### src/sv/sdp_pkg.sv
// Shared types and constants for the stereo disparity to point unit.
`default_nettype none
package sdp_pkg;

    // Field widths of the stream words and the configuration port.
    localparam int PIX_W   = 16;
    localparam int CFG_W   = 16;
    localparam int CFG_AW  = 3;
    localparam int COORD_W = 32;
    localparam int IN_TDATA_W  = 3 * PIX_W;
    localparam int OUT_TDATA_W = 3 * COORD_W;

    // Offsets are 17-bit signed, the disparity 18-bit signed.
    localparam int OFF_W  = PIX_W + 1;
    localparam int DISP_W = PIX_W + 2;
    // Products of a 16-bit register and a 17-bit operand.
    localparam int PROD_W = CFG_W + OFF_W;
    // Largest product magnitude is below 2^31, largest disparity magnitude below 2^17.
    localparam int AW = 31;
    localparam int DW = 17;

    // The denominator carries a fixed factor of 2^8; rounding adds 2^8, half of the 2^9 shift.
    localparam int DEN_SHIFT = 8;
    localparam int RND_SHIFT = DEN_SHIFT + 1;

    // Saturation limits as magnitudes.
    localparam logic [COORD_W:0] SAT_POS_MAG = 33'h0_7FFF_FFFF;
    localparam logic [COORD_W:0] SAT_NEG_MAG = 33'h0_8000_0000;

    // Lanes of the shared divider.
    localparam int LANES  = 3;
    localparam int LANE_X = 0;
    localparam int LANE_Y = 1;
    localparam int LANE_Z = 2;

    // Register indexes of the configuration port.
    typedef enum logic [CFG_AW-1:0] {
        REG_FOCAL = 3'd0,
        REG_BASE  = 3'd1,
        REG_LCX   = 3'd2,
        REG_LCY   = 3'd3,
        REG_RCX   = 3'd4
    } cfg_idx_t;

    localparam logic [CFG_W-1:0] FOCAL_RST = 16'd7824;
    localparam logic [CFG_W-1:0] BASE_RST  = 16'hDFD5;

    typedef struct packed {
        logic [CFG_W-1:0] focal_length;
        logic [CFG_W-1:0] baseline;
        logic [CFG_W-1:0] left_center_x;
        logic [CFG_W-1:0] left_center_y;
        logic [CFG_W-1:0] right_center_x;
    } sdp_cfg_t;

    // Control that travels beside the quotients.
    typedef struct packed {
        logic [LANES-1:0] neg;
        logic             zero;
        logic             last;
    } sdp_side_t;

endpackage
`default_nettype wire

### src/sv/sdp_front.sv
// Front end: offsets and disparity, products, then magnitudes and signs.
`default_nettype none
module sdp_front (
    input  logic                                       clk,
    input  logic                                       rst_n,
    input  logic                                       advance,
    input  logic                                       in_valid,
    input  logic [sdp_pkg::PIX_W-1:0]                  left_x,
    input  logic [sdp_pkg::PIX_W-1:0]                  left_y,
    input  logic [sdp_pkg::PIX_W-1:0]                  right_x,
    input  logic                                       last_pair,
    input  sdp_pkg::sdp_cfg_t                          cfg,
    output logic                                       out_valid,
    output logic [sdp_pkg::LANES-1:0][sdp_pkg::AW-1:0] out_num,
    output logic [sdp_pkg::DW-1:0]                     out_den,
    output sdp_pkg::sdp_side_t                         out_side
);
    import sdp_pkg::*;

    // Stage A: offsets and disparity.
    logic signed [OFF_W-1:0]  ox_next, oy_next, rxo_next;
    logic signed [DISP_W-1:0] disp_next;
    logic                     a_valid_reg;
    logic signed [OFF_W-1:0]  ox_reg, oy_reg;
    logic signed [DISP_W-1:0] a_disp_reg;
    logic                     a_last_reg;

    // Stage B: products.
    logic signed [CFG_W-1:0]  base_s;
    logic signed [OFF_W-1:0]  focal_s;
    logic signed [PROD_W-1:0] px_next, py_next, pz_next;
    logic                     b_valid_reg;
    logic [LANES-1:0][PROD_W-1:0] prod_reg;
    logic signed [DISP_W-1:0] b_disp_reg;
    logic                     b_last_reg;

    // Stage C: magnitudes and signs.
    logic [LANES-1:0][AW-1:0] num_next;
    logic [DW-1:0]            den_next;
    sdp_side_t                side_next;
    logic                     c_valid_reg;
    logic [LANES-1:0][AW-1:0] num_reg;
    logic [DW-1:0]            den_reg;
    sdp_side_t                side_reg;

    always_comb
    begin
        ox_next   = $signed({1'b0, left_x}) - $signed({1'b0, cfg.left_center_x});
        oy_next   = $signed({1'b0, left_y}) - $signed({1'b0, cfg.left_center_y});
        rxo_next  = $signed({1'b0, right_x}) - $signed({1'b0, cfg.right_center_x});
        disp_next = $signed({ox_next[OFF_W-1], ox_next})
                  - $signed({rxo_next[OFF_W-1], rxo_next});
    end

    assign base_s  = $signed(cfg.baseline);
    assign focal_s = $signed({1'b0, cfg.focal_length});
    assign px_next = base_s * ox_reg;
    assign py_next = base_s * oy_reg;
    assign pz_next = base_s * focal_s;

    always_comb
    begin
        logic [PROD_W-1:0] mag;
        logic [DISP_W-1:0] dmag;
        dmag = b_disp_reg[DISP_W-1] ? (DISP_W'(0) - DISP_W'(b_disp_reg))
                                    : DISP_W'(b_disp_reg);
        den_next = dmag[DW-1:0];
        for (int l = 0; l < LANES; l++)
        begin
            mag = prod_reg[l][PROD_W-1] ? (PROD_W'(0) - prod_reg[l]) : prod_reg[l];
            num_next[l] = mag[AW-1:0];
            side_next.neg[l] = prod_reg[l][PROD_W-1] ^ b_disp_reg[DISP_W-1];
        end
        side_next.zero = (b_disp_reg == '0);
        side_next.last = b_last_reg;
    end

    always_ff @(posedge clk or negedge rst_n)
    begin
        if (!rst_n)
        begin
            a_valid_reg <= 1'b0;
            b_valid_reg <= 1'b0;
            c_valid_reg <= 1'b0;
        end
        else if (advance)
        begin
            a_valid_reg <= in_valid;
            b_valid_reg <= a_valid_reg;
            c_valid_reg <= b_valid_reg;
        end
    end

    always_ff @(posedge clk)
    begin
        if (advance)
        begin
            ox_reg           <= ox_next;
            oy_reg           <= oy_next;
            a_disp_reg       <= disp_next;
            a_last_reg       <= last_pair;
            prod_reg[LANE_X] <= px_next;
            prod_reg[LANE_Y] <= py_next;
            prod_reg[LANE_Z] <= pz_next;
            b_disp_reg       <= a_disp_reg;
            b_last_reg       <= a_last_reg;
            num_reg          <= num_next;
            den_reg          <= den_next;
            side_reg         <= side_next;
        end
    end

    assign out_valid = c_valid_reg;
    assign out_num   = num_reg;
    assign out_den   = den_reg;
    assign out_side  = side_reg;

endmodule
`default_nettype wire

### config.mk
export PLATFORM = sky130hd
export DESIGN_NAME = sdp_front
export DESIGN_NICKNAME = d
export VERILOG_FILES = /design/src/sv/sdp_pkg.sv /design/src/sv/sdp_front.sv
export SDC_FILE = /design/constraint.sdc
export NUM_CORES = 2
export LEC_CHECK = 0
export ABC_CLOCK_PERIOD_IN_PS = 8500
export CORE_ASPECT_RATIO = 0.6
export CORE_MARGIN = 1.5
export CORE_UTILIZATION = 25
export DETAILED_ROUTE_END_ITERATION = 10
export DONT_BUFFER_PORTS = 1
export GPL_TIMING_DRIVEN = 0
export SYNTH_ARGS = -nofsm -noshare
export SYNTH_HDL_FRONTEND = slang
export SYNTH_SLANG_ARGS = --single-unit
### constraint.sdc
create_clock -name clk -period 8.5 [get_ports clk]
set_input_delay 0.425 -clock clk [delete_from_list [all_inputs] [get_ports clk]]
set_output_delay 0.425 -clock clk [all_outputs]
set_load 0.005 [all_outputs]
==> Word level (Yosys, flattened, before mapping) <==
Cells that the tools add are included.
{ "word_totals": {"out_inout_bits": 116, "register_bits": 289, "word_cells": 38, "in_bits": 133} }
{ "classes": {"n_reduce_logical": 1, "n_mul": 3, "n_mux": 4, "bitwise": 3, "add_sub_neg": 8} }
{ "ops": {"columns": ["operator", "count"], "rows": [
  ["multiplier 16 x 17 -> 33 bit", 3],
  ["two-way mux 31 bit", 3],
  ["subtractor 1 x 31 -> 31 bit (first input constant)", 3],
  ["subtractor 16 x 16 -> 17 bit", 3],
  ["logical NOT 18 bit", 1],
  ["subtractor 17 x 17 -> 18 bit", 1],
  ["two-way mux 17 bit", 1],
  ["subtractor 1 x 17 -> 17 bit (first input constant)", 1],
  ["XOR 1 bit", 3]
]} }

==> Logic depth before layout (Yosys ltp) <==
{ "logic_depth": {"word_depth": 2, "ltp_mapped": 24, "mapped_depth_nobuf": 22} }

==> Least setup slack after synthesis <==
OpenSTA, ideal clock, no wires.
{ "synth_timing": {"kind": "in2reg", "from": "input cfg[55] in the netlist's numbering", "to": "register prod_reg[29] in the netlist's numbering, data pin", "setup_time_ps": 195, "path_buffers": 2, "path_slack_ps": 2110, "required_time_ps": 8305, "arrival_time_ps": 6195, "stages": 20, "cell_sequence": "clkbuf_1 > clkbuf_1 > nand2_1 > fa_1 > inv_1 > fa_1 > fa_1 > fa_1 > fa_1 > inv_1 > fa_1 > inv_1 > ha_1 > a21o_1 > a211o_1 > a21oi_1 > a21oi_1 > o41ai_1 > or4b_2 > o311ai_0"} }
{ "synth_via": {"elab_chain_len": 1} }
{ "synth_rtl": {"columns": ["element", "line_no", "rtl"], "rows": [
  ["start, declared", "sdp_front.sv:12", "input sdp_pkg::sdp_cfg_t cfg,"],
  ["multiplier 16 x 17 -> 33 bit", "sdp_front.sv:57", "assign px_next = base_s * ox_reg;"],
  ["net px_next[29]", "sdp_front.sv:31", "logic signed [PROD_W-1:0] px_next, py_next, pz_next;"],
  ["end signal, assigned by index", "sdp_front.sv:102", "prod_reg[LANE_X] <= px_next;"],
  ["end signal, assigned by index", "sdp_front.sv:103", "prod_reg[LANE_Y] <= py_next;"],
  ["end signal, assigned by index", "sdp_front.sv:104", "prod_reg[LANE_Z] <= pz_next;"],
  ["end, declared", "sdp_front.sv:33", "logic [LANES-1:0][PROD_W-1:0] prod_reg;"]
]} }
The timed path passes the listed nets, and every way through them passes these cells.
A chain may end at the register's enable or synchronous reset.

==> Final worst setup path <==
{ "layout_timing": {"from": "register ox_reg[11]", "to": "register prod_reg[29] in the netlist's numbering, data pin"} }
{ "layout_via": {"elab_chain_len": 1} }
{ "layout_rtl": {"columns": ["element", "line_no", "rtl"], "rows": [
  ["start, declared", "sdp_front.sv:24", "logic signed [OFF_W-1:0] ox_reg, oy_reg;"],
  ["start signal, assigned", "sdp_front.sv:98", "ox_reg <= ox_next;"],
  ["multiplier 16 x 17 -> 33 bit", "sdp_front.sv:57", null],
  ["net px_next[29]", "sdp_front.sv:31", null]
]} }
The timed path passes the listed nets, and every way through them passes these cells.

==> flow_results.org <==
** Run status
- Run status :: finished clean

** Detailed routing
- The routed layout has 29600 vias.
- Dividing the detail-routed via count by the number of cells gives 4.45.
- The detail route stage leaves a number of antenna-violating nets equal to 0.
- Post-detailed-route wirelength per cell :: 19.9 um
- Drt drc :: 0
- Sum of routed wire length over all layers :: 133000 um
- The pre-antenna-repair detailed-routing pass consisted of 6 iterations.
- After the first detailed-routing iteration, the DRC count stood at 2582.

** Synth
- The netlist uses 61 different library cells.
- The synthesized netlist occupies a cell area of 42900 sq um.
- Post-Synthesis Cells :: 4309
- Flip-flop and latch count after synthesis :: 286
- Largest area contributor in the netlist :: fa_1
- By area the synthesized netlist is led by fa_1 35%, edfxtp_1 20%, ha_1 10%.
- Post-synth top area share :: 35.0%
- EDFF count, synth :: 283
- Averaged over all synthesized cells, the footprint is 9.95 sq um.
- Yosys warns :: 0
- Sequential elements use 20.0% of the synthesized area.
- After synthesis, the share of flip-flops with an asynchronous set or reset is 1.05%.
- The number of nets in the synthesized netlist is 5551.
- In the synthesized netlist the dominant register cell turns out to be edfxtp_1.

** Floorplan
- During I/O placement, the number of pins put on the boundary was 249.
- Std-Cell Rows :: 117
- The die covers 174000 sq um.
- Vert. Die Dim :: 324 um
- From left edge to right edge, the die measures 538 um.
- Once the floorplan was initialized, standard cells occupied 25.2% of the core.
- The core region is 170000 sq um.

** Clock network
- Worst-case clock buffer depth :: 3
- CTS tree :: done
- Clock latency at the later pin of the worst-skew pair :: 0.66 ns
- The tree is rooted in a clkbuf_16.
- Clock-pin slew was measured on the worst setup and hold paths at 0.05 ns.
- Number of buffers created by CTS :: 38
- The clock drives 286 sinks.
- Once the clock tree was built, the resizer swapped 0 gates to a different size.
- CTS H-tree depth :: 2

** STA
- Post-route clock period utilization :: 92.1%
- Number of hold violations in the final report :: 0
- Final setup violation count :: 0
- Setup repair after global routing left no endpoint under its margin.
- Derived from the worst setup path, the maximum achievable clock frequency is 128 MHz.
- The clock arrives with 0.0710 ns of skew.
- Headroom to the max-slew limit :: 16.2%
- Setup total negative slack on the finished layout was measured at 0 ns.
- The tightest hold path in the finished design has a slack of 0.0454 ns.
- Actual slew at the worst max-slew pin :: 1.26 ns
- Final min period :: 7.83 ns
- The count of pins over their slew limit came to 0.

** GRT
- Global routing used 22.3% of the available met1 tracks.
- The first global-routing pass estimated 198000 um of wire.
- The global routing stage identified its most utilized layer as met1.
- The number of antenna violations at the first check in global routing is 11.
- The number of global-route vias before repair was 30300.
- The total overflow left after global routing is 0.
- Met3 routing resource usage after global routing :: 4.83%
- Global routing used 15.4% of the available tracks across all layers.
- In the global route stage, met2 resource usage came out at 22.2%.
- Entering global routing, the biggest net connects 210 pins.

** Final layout
- Area growth syn-to-layout :: 9.89%
- Nets :: 5601
- Cells with a size suffix above 1 make up 2.12% of the layout.
- Counting the fill cells in the layout gives 17800.
- The register with the most flip-flops in the layout has 96 of them.
- Most common cell after layout, fill and taps aside :: inv_1
- Leaving out fill and tap cells, the most frequent cells in the layout are 960 x inv_1, 750 x fa_1, 462 x nand2_1.

** Setup path
- Counting cells, the worst reg-to-reg path comes to 19.
- STA classifies the critical path startpoint as a flip-flop.
- Critical Path AT :: 8.19 ns
- FF-to-FF End :: prod_reg[29]$_DFFE_PP_
- Critical Path Sink Type :: flip-flop
- Flop2flop setup slack :: 0.67 ns
- Worst reg2reg path startpoint :: ox_reg[11]$_DFFE_PP_
- Of all nets on the critical path, the largest fanout is 10.
- The critical path in this run is classified as reg -> reg.
- Data required time of the critical path :: 8.86 ns

** Placed design
- Count of buffers from port buffering :: 0
- HPWL after detailed placement :: 108000 um
- The congestion estimate from routability-driven global placement came to 0.933.

** Min path
- The worst hold path was traced through 0 stages.
- The min-delay analysis places its worst path in the category in -> reg.
- Beginning of the worst hold path :: advance
- The worst hold path terminates at prod_reg[25]$_DFFE_PP_.

** Flow run
- The tool flagged a number of max-cap violations equal to 0.
[critical path, cell delays in order, from the launching register on]
cell      delay (ns)
edfxtp_1        0.76
clkbuf_1        0.67
nand2_1         0.17
fa_1            0.57
inv_1           0.06
fa_1            0.51
fa_1            0.65
fa_1            0.50
fa_1            0.49
inv_1           0.05
fa_1            0.48
inv_1           0.04
ha_1            0.33
a21o_1          0.22
a211o_1         0.33
a21oi_1         0.26
a21oi_1         0.16
o41ai_1         0.49
or4b_2          0.63
o311ai_0        0.14
[how the worst max path moves through the flow]
stage / start / end / slack [ns] / cells past startpoint
final: ox_reg[11]$_DFFE_PP_ / prod_reg[29]$_DFFE_PP_ / 0.67 / 19
after global routing: ox_reg[14]$_DFFE_PP_ / prod_reg[29]$_DFFE_PP_ / 0.48 / 19
after CTS: ox_reg[9]$_DFFE_PP_ / prod_reg[29]$_DFFE_PP_ / 0.81 / 19
after detailed placement: cfg[62] / prod_reg[98]$_DFFE_PP_ / 0.53 / 21
after global placement: cfg[62] / prod_reg[98]$_DFFE_PP_ / 0.59 / 21
after floorplan: cfg[55] / prod_reg[29]$_DFFE_PP_ / 2.11 / 20
[what timing repair did]
item,4_1_cts,5_1_grt
hold buffers,10,0
setup buffers,0,0
hold endpoints to repair,58,0
[cells in the mapped netlist (6+ instances only)]
library cell  instances
nand3_1              34
nand4_1               6
ha_1                359
a2111oi_0             6
a31o_2                6
a211oi_1             13
and3_1                8
xnor2_1             207
a21boi_0              8
a21oi_1              94
a31oi_1              11
o21a_1               18
nor3_1               28
o211ai_1              7
o21ai_0              87
a21o_1               37
fa_1                750
or4_1                13
o31ai_1              36
nor2b_1              19
edfxtp_1            283
xor2_1               46
and2_1              396
or2_2                10
clkbuf_1            139
nand2_1             462
nand2b_1             33
inv_1               960
o21bai_1             13
nor2_1              110
a211o_1               8
or3_1                26
o41ai_1              17
[final cells by class]
cell class | count | area [sq um] | share of cell area (%)
well taps | 2261 | 2830 | 6.01
clock buffers | 42 | 966 | 2.05
multi-input cells | 2919 | 30100 | 64.0
plain buffers | 143 | 539 | 1.15
diodes | 10 | 25.0 | 0.0531
clock inverters | 26 | 290 | 0.616
flip-flops and latches | 286 | 8570 | 18.2
inverters | 961 | 3610 | 7.66
repair buffers | 10 | 128 | 0.271
[per-layer routing]
metal,wire (um),up-vias
met5,14,-
met4,2610,2
met3,13900,129
met2,54600,1048
met1,61400,15000
li1,-,13400
[through the flow]
stage                     setup slack, ns  utilization [%]  instances  instance area (sq um)
after floorplan                      2.11                -       4309                  42900
after global placement              0.585             26.9       6570                  45700
after detailed placement            0.525             26.9       6570                  45700
after CTS                           0.806             27.7       6648                  47100
after global routing                0.484             27.7       6648                  47100
final                               0.669             27.7       6658                  47100
[cells by family (layout without fill, tap and decap cells)]
logic type               after synthesis  count (layout)  share of synthesized area (%)
flip-flops                           286             286                           20.0
AO/OA/AOI/OAI                        392             392                           5.99
AND/OR/NAND/NOR                     1162            1162                           13.6
buffers and inverters               1104            1182                           9.67
adder cells (fa/ha/maj)             1109            1109                           45.5
XOR/XNOR                             253             253                           5.17
other                                  0              10                              0
multiplexers                           3               3                         0.0788
Power is left out: the tool's default activity adds up to more than one toggle a clock period on the data nets, which glitch-free logic cannot reach.
