===== src/sv/sdp_pkg.sv =====
// Shared types and constants for the stereo disparity to point unit.
`default_nettype none
package sdp_pkg;

    // Field widths of the stream words and the configuration port.
    localparam int PIX_W   = 16;
    localparam int CFG_W   = 16;
    localparam int CFG_AW  = 3;
    localparam int COORD_W = 32;
    localparam int IN_TDATA_W  = 3 * PIX_W;
    localparam int OUT_TDATA_W = 3 * COORD_W;

    // Offsets are 17-bit signed, the disparity 18-bit signed.
    localparam int OFF_W  = PIX_W + 1;
    localparam int DISP_W = PIX_W + 2;
    // Products of a 16-bit register and a 17-bit operand.
    localparam int PROD_W = CFG_W + OFF_W;
    // Largest product magnitude is below 2^31, largest disparity magnitude below 2^17.
    localparam int AW = 31;
    localparam int DW = 17;

    // The denominator carries a fixed factor of 2^8; rounding adds 2^8, half of the 2^9 shift.
    localparam int DEN_SHIFT = 8;
    localparam int RND_SHIFT = DEN_SHIFT + 1;

    // Saturation limits as magnitudes.
    localparam logic [COORD_W:0] SAT_POS_MAG = 33'h0_7FFF_FFFF;
    localparam logic [COORD_W:0] SAT_NEG_MAG = 33'h0_8000_0000;

    // Lanes of the shared divider.
    localparam int LANES  = 3;
    localparam int LANE_X = 0;
    localparam int LANE_Y = 1;
    localparam int LANE_Z = 2;

    // Register indexes of the configuration port.
    typedef enum logic [CFG_AW-1:0] {
        REG_FOCAL = 3'd0,
        REG_BASE  = 3'd1,
        REG_LCX   = 3'd2,
        REG_LCY   = 3'd3,
        REG_RCX   = 3'd4
    } cfg_idx_t;

    localparam logic [CFG_W-1:0] FOCAL_RST = 16'd7824;
    localparam logic [CFG_W-1:0] BASE_RST  = 16'hDFD5;

    typedef struct packed {
        logic [CFG_W-1:0] focal_length;
        logic [CFG_W-1:0] baseline;
        logic [CFG_W-1:0] left_center_x;
        logic [CFG_W-1:0] left_center_y;
        logic [CFG_W-1:0] right_center_x;
    } sdp_cfg_t;

    // Control that travels beside the quotients.
    typedef struct packed {
        logic [LANES-1:0] neg;
        logic             zero;
        logic             last;
    } sdp_side_t;

endpackage
`default_nettype wire


===== src/sv/sdp_out.sv =====
// Rounding, saturation, sign, and the output register with its skid entry.
`default_nettype none
module sdp_out #(
    parameter int NUM_W = 40
) (
    input  logic                                      clk,
    input  logic                                      rst_n,
    output logic                                      advance,
    input  logic                                      in_valid,
    input  logic [sdp_pkg::LANES-1:0][NUM_W-1:0]      in_quo,
    input  sdp_pkg::sdp_side_t                        in_side,
    output logic                                      m_axis_tvalid,
    input  logic                                      m_axis_tready,
    output logic [sdp_pkg::OUT_TDATA_W-1:0]           m_axis_tdata,
    output logic                                      m_axis_tuser,
    output logic                                      m_axis_tlast
);
    import sdp_pkg::*;

    localparam int QRW = NUM_W + 1 - RND_SHIFT;
    localparam int EW  = (QRW > COORD_W + 1) ? QRW : COORD_W + 1;

    typedef struct packed {
        logic                          last;
        logic                          zero;
        logic [LANES-1:0][COORD_W-1:0] pt;
    } out_word_t;

    logic [LANES-1:0][QRW-1:0]  rq_next;
    logic                       r1_valid_reg;
    logic [LANES-1:0][QRW-1:0]  rq_reg;
    sdp_side_t                  r1_side_reg;

    out_word_t                  r2_next;
    logic                       r2_valid_reg;
    out_word_t                  r2_word_reg;

    logic                       out_valid_reg;
    out_word_t                  out_word_reg;
    logic                       skid_valid_reg;
    out_word_t                  skid_data_reg;
    logic                       take;
    logic                       incoming;

    // Round half away from zero: quotient carries one extra bit and the 2^8 factor.
    always_comb
    begin
        logic [NUM_W:0] sum;
        for (int l = 0; l < LANES; l++)
        begin
            sum = {1'b0, in_quo[l]} + (NUM_W+1)'(1 << DEN_SHIFT);
            rq_next[l] = sum[NUM_W:RND_SHIFT];
        end
    end

    always_comb
    begin
        logic [EW-1:0]      ext;
        logic [EW-1:0]      lim;
        logic [COORD_W-1:0] mag;
        for (int l = 0; l < LANES; l++)
        begin
            ext = EW'(rq_reg[l]);
            lim = r1_side_reg.neg[l] ? EW'(SAT_NEG_MAG) : EW'(SAT_POS_MAG);
            mag = (ext > lim) ? lim[COORD_W-1:0] : ext[COORD_W-1:0];
            if (r1_side_reg.zero)
            begin
                r2_next.pt[l] = '0;
            end
            else if (r1_side_reg.neg[l])
            begin
                r2_next.pt[l] = COORD_W'(0) - mag;
            end
            else
            begin
                r2_next.pt[l] = mag;
            end
        end
        r2_next.zero = r1_side_reg.zero;
        r2_next.last = r1_side_reg.last;
    end

    // The whole pipeline moves unless the skid entry is holding a word.
    assign advance  = !skid_valid_reg;
    assign take     = out_valid_reg && m_axis_tready;
    assign incoming = r2_valid_reg && advance;

    always_ff @(posedge clk or negedge rst_n)
    begin
        if (!rst_n)
        begin
            r1_valid_reg   <= 1'b0;
            r2_valid_reg   <= 1'b0;
            out_valid_reg  <= 1'b0;
            skid_valid_reg <= 1'b0;
        end
        else
        begin
            if (advance)
            begin
                r1_valid_reg <= in_valid;
                r2_valid_reg <= r1_valid_reg;
            end
            if (skid_valid_reg)
            begin
                if (take)
                begin
                    out_valid_reg  <= 1'b1;
                    skid_valid_reg <= 1'b0;
                end
            end
            else if (!out_valid_reg || take)
            begin
                out_valid_reg <= incoming;
            end
            else if (incoming)
            begin
                skid_valid_reg <= 1'b1;
            end
        end
    end

    always_ff @(posedge clk)
    begin
        if (advance)
        begin
            rq_reg      <= rq_next;
            r1_side_reg <= in_side;
            r2_word_reg <= r2_next;
        end
        if (skid_valid_reg)
        begin
            if (take)
            begin
                out_word_reg <= skid_data_reg;
            end
        end
        else if (!out_valid_reg || take)
        begin
            out_word_reg <= r2_word_reg;
        end
        else
        begin
            skid_data_reg <= r2_word_reg;
        end
    end

    assign m_axis_tvalid = out_valid_reg;
    assign m_axis_tdata  = out_word_reg.pt;
    assign m_axis_tuser  = out_word_reg.zero;
    assign m_axis_tlast  = out_word_reg.last;

    a_skid_behind_out: assert property (@(posedge clk) disable iff (!rst_n)
        skid_valid_reg |-> out_valid_reg)
        else $error("skid entry holds a word while the output register is empty");

    a_skid_kept: assert property (@(posedge clk) disable iff (!rst_n)
        (skid_valid_reg && !take) |=> (skid_valid_reg && $stable(skid_data_reg)))
        else $error("skid word lost or changed while the output is stalled");

    a_zero_point: assert property (@(posedge clk) disable iff (!rst_n)
        (out_valid_reg && out_word_reg.zero) |-> (out_word_reg.pt == '0))
        else $error("zero disparity word carries nonzero coordinates");

endmodule
`default_nettype wire

===== config.mk =====
export PLATFORM = sky130hd
export DESIGN_NAME = sdp_out
export DESIGN_NICKNAME = d
export VERILOG_FILES = /design/src/sv/sdp_pkg.sv /design/src/sv/sdp_out.sv
export SDC_FILE = /design/constraint.sdc
export NUM_CORES = 1
export LEC_CHECK = 0
export CORE_MARGIN = 8
export CORE_UTILIZATION = 64
export DETAILED_ROUTE_END_ITERATION = 8
export DONT_BUFFER_PORTS = 1
export GPL_ROUTABILITY_DRIVEN = 0
export HOLD_SLACK_MARGIN = 0.03
export PLACE_DENSITY = 0.84
export SYNTH_ARGS = -nofsm -noshare
export SYNTH_HDL_FRONTEND = slang
export SYNTH_SLANG_ARGS = --single-unit

===== constraint.sdc =====
create_clock -name clk -period 11.39 [get_ports clk]
set_clock_uncertainty 0.1 [all_clocks]
set_input_delay 2.278 -clock clk [delete_from_list [all_inputs] [get_ports clk]]
set_output_delay 2.278 -clock clk [all_outputs]
set_load 0.01 [all_outputs]

Yosys cells after proc, flatten, opt, wreduce, memory -nomap -nowiden. Cells that the tools add are included.

Eq/ne operators: 1. Add/sub/neg operators: 6. Order comparisons: 3. Bitwise operators: 2. Reduce and logical (&&, ||, !) cells: 8. Multiplexer cells: 19.

Operator list (number): $mux 98 (3); $mux 32 (9); $add 40x9->41 const B (3); $gt 32x32->1 (3); $sub 1x32->32 const A (3); $mux 1 (7); $reduce_and 2->1 (2); $logic_and 1x1->1 (2); $logic_not 1->1 (2); $ne 2x1->1 const B (1); $not 1->1 (2); $reduce_bool 2->1 (1); $logic_or 1x1->1 (1).

Bits in registers: 399. Input bits: 129. Word-level logic and storage cells: 64.

Depth between registers and ports, before layout. Gate-level depths: netlist of the first run.

Word-level depth: 5. Depth in mapped cells: 21. Depth with buffers taken out: 17.

Worst setup path before layout of the first run. Ideal clock, no wire load.

Path type: input to register. Start: input m_axis_tready. End: register skid_data_reg[0] (netlist bit) (enable). Data required time: 10595 ps. Setup time: 695 ps. Data arrival time: 9351 ps. Stages: 1. Slack: 1244 ps. Path through: nor3b_1.

Word-level cells in the longest chain between the ends: 4.

Ends and longest elaborated chain: start: declaration (RTL line sdp_out.sv:13) `input logic m_axis_tready,`; $logic_and 1x1->1 (RTL line sdp_out.sv:85) `assign take = out_valid_reg && m_axis_tready;`; $logic_or 1x1->1 (RTL line sdp_out.sv:138) `else if (!out_valid_reg || take)`; $not 1->1 (no source line); $reduce_and 2->1 (no source line); end signal: assignment (RTL line sdp_out.sv:144) `skid_data_reg <= r2_word_reg;`; end: declaration (RTL line sdp_out.sv:41) `out_word_t skid_data_reg;`.

No other way between the ends. A chain may end at the register's enable or synchronous reset.

Final worst setup path of the first run.
Start: register r1_side_reg[4] (netlist bit). End: register r2_word_reg[80] (netlist bit), data pin.

Word-level cells in the longest chain between the ends: 5.

Ends and longest elaborated chain: start: declaration (RTL line sdp_out.sv:32) `sdp_side_t r1_side_reg;`; start signal: assignment (RTL line sdp_out.sv:128) `r1_side_reg <= in_side;`; $mux 32 (RTL line sdp_out.sv:64) `lim = r1_side_reg.neg[l] ? EW'(SAT_NEG_MAG) : EW'(SAT_POS_MAG);`; $gt 32x32->1 (RTL line sdp_out.sv:65) `mag = (ext > lim) ? lim[COORD_W-1:0] : ext[COORD_W-1:0];`; $mux 32 (RTL line sdp_out.sv:65); $sub 1x32->32 (RTL line sdp_out.sv:72) `r2_next.pt[l] = COORD_W'(0) - mag;`; $mux 32 (*) (RTL line sdp_out.sv:70) `else if (r1_side_reg.neg[l])`; end signal: assignment (RTL line sdp_out.sv:129) `r2_word_reg <= r2_next;`; end: declaration (RTL line sdp_out.sv:36) `out_word_t r2_word_reg;`.

Every way passes the cells marked *; elsewhere a longest branch is shown, timed or not.

==> metrics.md, run 1 <==
| Metric | Value |
|---|---|
| Iter 0 DRT Violations | `roughly 1300` |
| Peak Freq | `about 160 MHz` |
| Most frequent cells in the layout | `edfxtp_1, nand2_1, nor2_1, mux2_2, a21oi_1` |
| Max-slew headroom | `27.5%` |
| Row count | `66` |
| Initial antenna violation count | `0` |
| Max-slew violation count | `0` |
| Status | `complete, no violations` |
| Final Critical Period | `6.28 ns` |
| Final worst path period share | `55.2%` |
| Post-Synthesis Cell Area | `0.0209 mm2` |
| Hold Path Sink | `r2_word_reg[97]` |
| Avg Cell Area, Syn | `~12 um2` |
| Total track usage | `between 20% and 30%` |
| CTS clock-pin slew for the worst setup and hold paths | `0.06 ns` |
| Skew-Pair Late Insertion Delay | `0.52 ns` |
| Fraction of layout cells with a size suffix above 1 | `13.6%` |
| Compound-Gate Fraction of Synth Area | `9.08%` |
| Post-Synth XOR/XNOR Area | `4.24%` |
| R2R Path End | `r2_word_reg[80]` |
| Adder-cell share of the synthesized area | `6.12%` |
| # diodes | `0` |
| Cell count after placement | `between 2000 and 2500` |
| Pwr dens | `273 mW/mm2` |
| Worst R2R Start | `r1_side_reg[4]` |
| Reg2reg setup slack | `5.11 ns` |
| Worst setup margin | `5.11 ns` |
| Worst r2r path cells | `18` |
| Setup TNS | `0 ns` |
| Vias in the first global route | `13700` |
| Die width | `197 um` |
| Num CTS Buffers | `40` |
| First-pass GRT wire length | `73200 um` |
| Port Buffers | `0` |
| Worst slew pin tran | `approximately 1.1 ns` |
| DRC viols | `0` |
| Setup WS pre-CTS | `~5.3 ns` |
| Area delta synth->final | `7.86%` |
| Root Buffer | `clkbuf_16` |
| Synth async-reset ratio | `about 1%` |
| DR vias | `roughly 14000` |
| WHS Path Cells | `0` |
| Largest family of logic cells by synthesized area | `simple AND/OR/NAND/NOR gates` |
| Post-detail-place hpwl | `about 32000 um` |
| Synth Net Count | `1950` |
| Final hold slack | `0.323 ns` |
| Commonest non-fill, non-tap cell in the layout | `edfxtp_1` |
| Max_cap viols | `0` |
| CTS max path bufs | `3` |
| VDD IR max | `158 uV` |
| Mux contribution to synthesized area | `under 10%` |
| # clock sinks | `399` |
| Final wirelength | `46400 um` |
| H-tree depth | `2` |
| Core area | `~0.032 mm2` |
| Post-synth cell types | `just over 70` |
| Routed len/inst | `21.3 um` |
| CP arrival | `6.51 ns` |
| Hold Crit Class | `flop to flop` |
| Seq/Total Area, Yosys | `a little under three fifths` |
| Critical path class | `flop to flop` |
| # IOs | `229` |
| Crit path launch type | `flop` |
| Hold buffers post-CTS | `0` |
| Leak Pwr | `between 7 and 8 nW` |
| Hold Crit Start | `r1_side_reg[0]` |
| Gr ovfl total | `0` |
| Pre-Repair DR Iteration Count | `7` |
| Post-CTS Setup Repair Bufs | `0` |
| Number of synthesized flops with an enable pin | `395` |
| Area after DPL | `0.0213 mm2` |
| Total of fill cells in the finished design | `2183` |
| Cells after Synth | `approximately 1700` |
| RSZ-0062 raised after global routing | `no` |
| Critical Path RT | `11.62 ns` |
| Post-route cell area | `roughly 0.022 mm2` |
| Die area | `0.0386 mm2` |
| Non-Filler Instances | `2177` |
| Die height | `197 um` |
| Yosys reg bits | `~400` |
| Simple-Gate Fraction of Synth Area | `between 10% and 20%` |
| Kind of end point of the critical path | `flop` |
| Yosys warning total | `0` |
| Initial Utilization | `64.6%` |
| Final net count | `1937` |
| Via density | `~6.5` |
| Final setup fails | `0` |
| Post_cts resized | `0` |
| Remaining antenna violation count after routing | `0` |
| Pin count of the biggest net entering global routing | `85` |
| Post-synth top flop | `edfxtp_1` |
| CTS tree | `done` |
| Critical path peak fanout | `59` |
| Final hold vios | `0` |
[cells in the mapped netlist, types with 9 or more instances]
cell type  instances  share of area (%)
o211ai_1           9               0.32
xor2_1            25                1.0
mux2_2           130                7.0
clkbuf_1          63                1.1
o31ai_1            9               0.32
a221oi_1          16               0.67
a21oi_1          109                2.6
or2_2             13               0.39
nand4_1           50                1.5
a311oi_1           9               0.38
or3_1             26               0.78
nor2_1           133                2.4
xnor2_1           76                3.2
and3_1            20               0.60
ha_1             102                6.1
and4_1            13               0.55
edfxtp_1         395                 57
o21ai_0           86                2.1
nand2_1          133                2.4
a31oi_1           10               0.30
inv_1             20               0.36
a211oi_1          19               0.68
nor3_1            53                1.3
mux2i_1           11               0.53
nor4_1            20               0.60
nand3_1           66                1.6
[routing by layer]
metal	part of all wire, %	track usage (%)	vias to the layer above
met4	3.2	8.25	0
met3	8.4	4.78	116
li1	-	-	6587
met5	0	0	-
met1	40	29.8	6805
met2	49	39.3	643
[logic make-up after synthesis]
logic type                 after synthesis
and+or+nand+nor                        573
xor gates and xnor gates               101
muxes                                  143
AOI/OAI and AO/OA                      309
buffers and inverters                   92
adders and majority gates              102
DFF                                    399
[through the flow]
step	utilization, %	power (mW)
3_5_place_dp	66.0	4.91
5_1_grt	69.7	6.47
4_1_cts	69.7	6.15
6_report	69.7	6.14
3_3_place_gp	66.0	4.78
2_1_floorplan	-	4.41
[critical path: stages, from the launching register on]
cell	delay (ns)
edfxtp_1	0.33
buf_4	0.50
inv_1	0.62
ha_1	0.51
nand4_1	0.18
nor4_1	0.43
nand2b_1	0.10
a31oi_1	0.34
nor2_1	0.07
buf_4	0.25
mux2i_1	0.23
ha_1	0.33
inv_1	0.13
or4b_1	0.57
or3_1	0.39
or4_1	0.49
nand3_1	0.09
o21ai_0	0.09
a211oi_1	0.31
[how the worst max path moves through the flow]
stage	startpoint	end	cells after the start
after global placement	r1_side_reg[4]	r2_word_reg[80]	18
after global routing	r1_side_reg[4]	r2_word_reg[80]	18
final	r1_side_reg[4]	r2_word_reg[80]	18
after CTS	r1_side_reg[4]	r2_word_reg[80]	18
after floorplan	m_axis_tready	skid_data_reg[0]	1
after detailed placement	r1_side_reg[4]	r2_word_reg[80]	18
[power breakdown]
part	switching [mW]	leakage (nW)	internal, mW
Clock	0.525	0.594	0.695
Combinational	1.14	3.25	0.696
Sequential	0.541	3.99	2.54
Total	2.20	7.83	3.93
[cell type report]
class / instances / area (um2) / area share [%]
Inverter: 21 / 86.3 / 0.384
Clock inverter: 18 / 113 / 0.501
Sequential cell: 399 / 12000 / 53.2
Tap cell: 442 / 553 / 2.46
Timing Repair Buffer: 16 / 120 / 0.534
Multi-Input combinational cell: 1228 / 8570 / 38.1
Clock buffer: 53 / 1090 / 4.85
Power figures use the tool's default switching activity.
==> inputs of run 2 (changes only) <==
- CORE_UTILIZATION: 64 -> 58
- PLACE_DENSITY: 0.84 -> 0.8
- clock period: 11.39 -> 5.6 ns (I/O delays scaled with it)
==> metrics.md, run 2 (synthesis gave the netlist of run 1 again) <==
| Metric | Value |
|---|---|
| Status | `complete, no violations (unchanged)` |
| Area delta synth->final | `8.66% (was 7.86%)` |
| Worst slew pin tran | `1.11 ns (was 1.09 ns)` |
| Initial antenna violation count | `1 (was 0)` |
| Post-CTS Setup Repair Bufs | `0 (unchanged)` |
| DR vias | `14100 (was 14200)` |
| VDD IR max | `532 uV (was 158 uV)` |
| CTS tree | `done (unchanged)` |
| Pre-Repair DR Iteration Count | `6 (was 7)` |
| Routed len/inst | `21.0 um (was 21.3 um)` |
| Max_cap viols | `0 (unchanged)` |
| Initial Utilization | `58.8% (was 64.6%)` |
| Via density | `6.41 (was 6.50)` |
| Vias in the first global route | `13600 (was 13700)` |
| Post-detail-place hpwl | `32400 um (was 32100 um)` |
| Port Buffers | `0 (unchanged)` |
| Critical path's top delay family | `simple AND/OR/NAND/NOR gates (unchanged)` |
| Hold Crit Class | `input pin to async pin (was flop to flop)` |
| Final setup fails | `0 (unchanged)` |
| Pin count of the biggest net entering global routing | `136 (was 85)` |
| Crit path largest cell delay | `0.57 ns (was 0.62 ns)` |
| Core area | `0.0355 mm2 (was 0.0323 mm2)` |
| CP max-delay cell | `or4b_1 (was inv_1)` |
| DRC viols | `0 (unchanged)` |
| Row count | `69 (was 66)` |
| Final wirelength | `46400 um (about the same)` |
| Die area | `0.0423 mm2 (was 0.0386 mm2)` |
| Peak Freq | `193 MHz (was 159 MHz)` |
| Worst setup margin | `0.424 ns (was 5.11 ns)` |
| Iter 0 DRT Violations | `1658 (was 1336)` |
| H-tree depth | `2 (unchanged)` |
| Gr ovfl total | `0 (unchanged)` |
| # clock sinks | `399 (unchanged)` |
| Most frequent cells in the layout | `edfxtp_1, nand2_1, nor2_1, mux2_2, a21oi_1 (unchanged)` |
| Total track usage | `21.6% (was 23.3%)` |
| Stages on the worst setup path | `18 (unchanged)` |
| Fraction of layout cells with a size suffix above 1 | `14.3% (was 13.6%)` |
| Crit path launch type | `flop (unchanged)` |
| Die width | `206 um (was 197 um)` |
| Commonest non-fill, non-tap cell in the layout | `edfxtp_1 (unchanged)` |
| Root Buffer | `clkbuf_16 (unchanged)` |
| Max-slew headroom | `25.7% (was 27.5%)` |
| Buf/Inv on CP | `4 (unchanged)` |
| CTS clock-pin slew for the worst setup and hold paths | `0.06 ns (about the same)` |
| # IOs | `229 (unchanged)` |
| Max-slew violation count | `0 (unchanged)` |
| Critical path peak fanout | `59 (unchanged)` |
| Kind of end point of the critical path | `flop (unchanged)` |
| RSZ-0062 raised after global routing | `no (unchanged)` |
| Pwr dens | `554 mW/mm2 (was 273 mW/mm2)` |
| Worst r2r path cells | `18 (unchanged)` |
| First-pass GRT wire length | `72800 um (was 73200 um)` |
| CP arrival | `5.46 ns (was 6.51 ns)` |
| Skew-Pair Late Insertion Delay | `0.56 ns (was 0.52 ns)` |
| Final worst path period share | `92.4% (was 55.2%)` |
| Setup WS pre-CTS | `0.413 ns (was 5.26 ns)` |
| Critical path class | `flop to flop (unchanged)` |
| CTS max path bufs | `3 (unchanged)` |
| Final Critical Period | `5.18 ns (was 6.28 ns)` |
| Leak Pwr | `7.89 nW (was 7.83 nW)` |
| Final hold vios | `0 (unchanged)` |
| Hold buffers post-CTS | `0 (unchanged)` |
| Remaining antenna violation count after routing | `0 (unchanged)` |
| Critical Path RT | `5.88 ns (was 11.62 ns)` |
| Setup TNS | `0 ns (unchanged)` |
| Die height | `206 um (was 197 um)` |
| CP cell instances | `buf_12 > inv_1 > ha_1 > nand4_1 > nor3_1 > a221oi_1 > a22oi_1 > nor2_2 > buf_4 > a21oi_1 > ha_1 > inv_1 > or4b_1 > or3_1 > or4_1 > nand3_1 > o21ai_0 > a211oi_1 (was buf_4 > inv_1 > ha_1 > nand4_1 > nor4_1 > nand2b_1 > a31oi_1 > nor2_1 > buf_4 > mux2i_1 > ha_1 > inv_1 > or4b_1 > or3_1 > or4_1 > nand3_1 > o21ai_0 > a211oi_1)` |
| Final net count | `1946 (was 1937)` |
| Num CTS Buffers | `39 (was 40)` |
[run 2: path summary, 6_finish.rpt]
path	startpoint	slack [ns]	endpoint
worst min register to register	r1_side_reg[0]	0.32	r2_word_reg[97]
worst min-delay path	rst_n	0.15	r1_valid_reg
min in group clk	r1_side_reg[0]	0.32	r2_word_reg[97]
worst max register to register	r1_side_reg[4]	0.42	r2_word_reg[80]
max in group asynchronous	rst_n	5.17	skid_valid_reg
worst max-delay path	r1_side_reg[4]	0.42	r2_word_reg[80]
[run 2: report_power, final]
part	switching [mW]	total [mW]	internal [mW]
combinational	2.33	3.82	1.49
sequential	1.09	6.26	5.17
clock	1.07	2.47	1.40
[run 2: timing repair]
action	in CTS	in global routing
hold endpoints to repair	0	0
endpoints found under the setup margin	0	1
gates resized for setup	0	4
[run 2: final cells by class]
cell class	instances	area (um2)
tap	461	577
clock buffer	47	1030
sequential	399	12000
fill	2577	12800
multi-input combinational	1228	8600
clock inverter	23	179
inverter	21	82.6
timing repair buffer	26	233
antenna	1	2.50
[run 2: per-stage QoR]
| step | instance area [um2] | hold WS [ns] | utilization [%] | total power, mW | instances |
|---|---|---|---|---|---|
| after floorplan | 20900 | 0.300 | - | 8.87 | 1719 |
| after global placement | 21400 | 0.306 | 60.4 | 9.85 | 2135 |
| after detailed placement | 21400 | 0.308 | 60.4 | 10.1 | 2135 |
| after CTS | 22600 | 0.116 | 63.8 | 12.6 | 2205 |
| after global routing | 22700 | 0.123 | 63.9 | 13.3 | 2206 |
| final | 22700 | 0.149 | 63.9 | 12.5 | 2206 |
[run 2: metal layers]
layer	wire, um	global-route usage (%)
met5	0	0
met4	1600	9.04
met3	3990	5.13
met2	22300	35.9
met1	18500	26.7
==> inputs of run 3 (changes only) <==
- ABC_AREA: unset -> 1
==> metrics.md, run 3 <==
| Metric | Value |
|---|---|
| Post_cts resized | `0 (unchanged)` |
| Commonest non-fill, non-tap cell in the layout | `nand2_1 (was edfxtp_1)` |
| Initial Utilization | `58.9% (was 58.8%)` |
| Most frequent cells in the layout | `nand2_1, edfxtp_1, nor2_1, inv_1, a21oi_1 (was edfxtp_1, nand2_1, nor2_1, mux2_2, a21oi_1)` |
| # clock sinks | `399 (unchanged)` |
| Peak Freq | `242 MHz (was 193 MHz)` |
| Seq/Total Area, Yosys | `54.0% (was 57.3%)` |
| Post-synth top flop | `edfxtp_1 (unchanged)` |
| Non-Filler Instances | `2970 (was 2206)` |
| Cells after Synth | `2429 (was 1719)` |
| Setup WS pre-CTS | `1.50 ns (was 0.413 ns)` |
| Worst R2R Start | `r1_side_reg[2] (was r1_side_reg[4])` |
| Critical Path RT | `5.80 ns (was 5.88 ns)` |
| Port Buffers | `0 (unchanged)` |
| Skew-Pair Late Insertion Delay | `0.55 ns (was 0.56 ns)` |
| Die area | `0.0447 mm2 (was 0.0423 mm2)` |
| Post-route cell area | `0.0240 mm2 (was 0.0227 mm2)` |
| Total track usage | `21.3% (was 21.6%)` |
| Most instantiated library cell after synthesis | `nand2_1 (was edfxtp_1)` |
| Iter 0 DRT Violations | `1610 (was 1658)` |
| Post-detail-place hpwl | `35600 um (was 32400 um)` |
| Yosys reg bits | `399 (unchanged)` |
| CP arrival | `4.33 ns (was 5.46 ns)` |
| Leading cell types by count after synthesis | `nand2_1, edfxtp_1, nor2_1 (was edfxtp_1, nand2_1, nor2_1)` |
| Yosys warning total | `0 (unchanged)` |
| Final setup fails | `0 (unchanged)` |
| Num CTS Buffers | `43 (was 39)` |
| Final wirelength | `48600 um (was 46400 um)` |
| Most area-hungry cell type in the Yosys netlist | `edfxtp_1 (unchanged)` |
| Routed len/inst | `16.4 um (was 21.0 um)` |
| Final worst path period share | `73.9% (was 92.4%)` |
| Cell count after placement | `2892 (was 2135)` |
| Area delta synth->final | `8.07% (was 8.66%)` |
| Max-slew violation count | `0 (unchanged)` |
| DR vias | `16300 (was 14100)` |
| Die height | `212 um (was 206 um)` |
| Max_cap viols | `0 (unchanged)` |
| Final Util | `63.6% (was 63.9%)` |
| Via density | `5.50 (was 6.41)` |
| Vias in the first global route | `15700 (was 13600)` |
| Synth area leaders | `edfxtp_1, nand2_1, ha_1 (was edfxtp_1, mux2_2, ha_1)` |
| Synth async-reset ratio | `1.00% (unchanged)` |
| Kind of end point of the critical path | `flop (unchanged)` |
| # diodes | `0 (was 1)` |
| Pre-Repair DR Iteration Count | `7 (was 6)` |
| CTS max path bufs | `3 (unchanged)` |
| R2R Path End | `r2_word_reg[28] (was r2_word_reg[80])` |
| Initial antenna violation count | `0 (was 1)` |
| DRC viols | `0 (unchanged)` |
| Core area | `0.0377 mm2 (was 0.0355 mm2)` |
| H-tree depth | `2 (unchanged)` |
| Hold Crit Class | `input pin to async pin (unchanged)` |
| Worst r2r path cells | `23 (was 18)` |
| Fraction of layout cells with a size suffix above 1 | `10.2% (was 14.3%)` |
| Power Total | `14.5 mW (was 12.5 mW)` |
| Row count | `71 (was 69)` |
| Status | `complete, no violations (unchanged)` |
| Worst Setup SP | `r1_side_reg[2] (was r1_side_reg[4])` |
| Reg2reg setup slack | `1.46 ns (was 0.42 ns)` |
| Max-slew headroom | `24.6% (was 25.7%)` |
| Area after DPL | `0.0226 mm2 (was 0.0214 mm2)` |
| Leak Pwr | `10.6 nW (was 7.89 nW)` |
| Post-Synthesis Cell Area | `0.0222 mm2 (was 0.0209 mm2)` |
| Final net count | `2657 (was 1946)` |
| Critical path peak fanout | `62 (was 59)` |
| Die width | `212 um (was 206 um)` |
| Gr ovfl total | `0 (unchanged)` |
| CTS clock-pin slew for the worst setup and hold paths | `0.06 ns (about the same)` |
| Post-CTS Setup Repair Bufs | `0 (unchanged)` |
| Final hold vios | `0 (unchanged)` |
| Synth Net Count | `2660 (was 1950)` |
| Final Critical Period | `4.14 ns (was 5.18 ns)` |
| Avg Cell Area, Syn | `9.13 um2 (was 12.1 um2)` |
| Pin count of the biggest net entering global routing | `103 (was 136)` |
| Crit path launch type | `flop (unchanged)` |
| CTS tree | `done (unchanged)` |
| Final hold slack | `0.171 ns (was 0.149 ns)` |
| Post-synth cell types | `55 (was 71)` |
| RSZ-0062 raised after global routing | `no (unchanged)` |
| VDD IR max | `462 uV (was 532 uV)` |
| Setup TNS | `0 ns (unchanged)` |
| Setup crit end | `r2_word_reg[28] (was r2_word_reg[80])` |
| Pwr dens | `606 mW/mm2 (was 554 mW/mm2)` |
| First-pass GRT wire length | `77400 um (was 72800 um)` |
| Number of synthesized flops with an enable pin | `395 (unchanged)` |
| Worst slew pin tran | `1.13 ns (was 1.11 ns)` |
| Top cell type's share of synthesized area | `53.5% (was 56.9%)` |
| Worst setup margin | `1.46 ns (was 0.424 ns)` |
| Remaining antenna violation count after routing | `0 (unchanged)` |
| Root Buffer | `clkbuf_16 (unchanged)` |
| Critical path class | `flop to flop (unchanged)` |
| Hold buffers post-CTS | `0 (unchanged)` |
| # IOs | `229 (unchanged)` |
[run 3: power by group]
part	internal (mW)	total (mW)	switching, mW	leakage, nW
logic	1.67	5.83	4.15	5.82
registers	5.21	6.02	0.814	4.10
clock network	1.55	2.67	1.12	0.652
[run 3: critical path: stages, from the launching register on]
cell	delay (ns)
edfxtp_1	0.36
buf_4	0.54
ha_1	0.39
nand2_1	0.07
nand2_1	0.05
nand2_1	0.06
nand2_1	0.05
nand2_1	0.05
nand2_1	0.07
a21oi_2	0.19
nand2_4	0.09
nand3_4	0.41
inv_1	0.15
a21oi_1	0.19
ha_1	0.19
nand2_1	0.08
nor2_2	0.11
nand2_2	0.10
nand2_2	0.09
nand2_2	0.13
nor2_4	0.15
nand3_1	0.10
nand2_1	0.07
nor2_1	0.06
[run 3: logic make-up (layout without fill, tap and decap cells)]
logic type | after synthesis | in the layout | share of synthesized area (%)
adder cells (fa/ha/maj) | 102 | 102 | 5.76
flip-flops | 399 | 399 | 54.0
XOR/XNOR | 73 | 73 | 2.88
AO/OA/AOI/OAI | 212 | 212 | 5.25
buffers and inverters | 237 | 267 | 4.40
AND/OR/NAND/NOR | 1406 | 1406 | 27.8
[run 3: how the worst min path moves through the flow]
stage,cells past startpoint,end,startpoint
finish,0,m_axis_tvalid,rst_n
global placement,0,r2_word_reg[97],r1_side_reg[0]
detailed placement,0,r2_word_reg[97],r1_side_reg[0]
floorplan,0,r2_word_reg[97],r1_side_reg[0]
CTS,0,m_axis_tvalid,rst_n
global route,0,m_axis_tvalid,rst_n
[run 3: metal layers]
metal,wire [um],up-vias,global-route usage [%]
met4,2040,0,9.83
li1,-,8086,-
met1,19700,7501,25.5
met2,23400,627,36.3
met3,3440,133,4.73
met5,0,-,0
[run 3: final cells by class]
| class | instances | area, um2 |
|---|---|---|
| tap | 511 | 639 |
| clock inverter | 29 | 226 |
| fill | 3012 | 13700 |
| multi-input combinational | 1793 | 9250 |
| timing repair buffer | 17 | 128 |
| sequential | 399 | 12000 |
| clock buffer | 49 | 1100 |
| inverter | 172 | 653 |
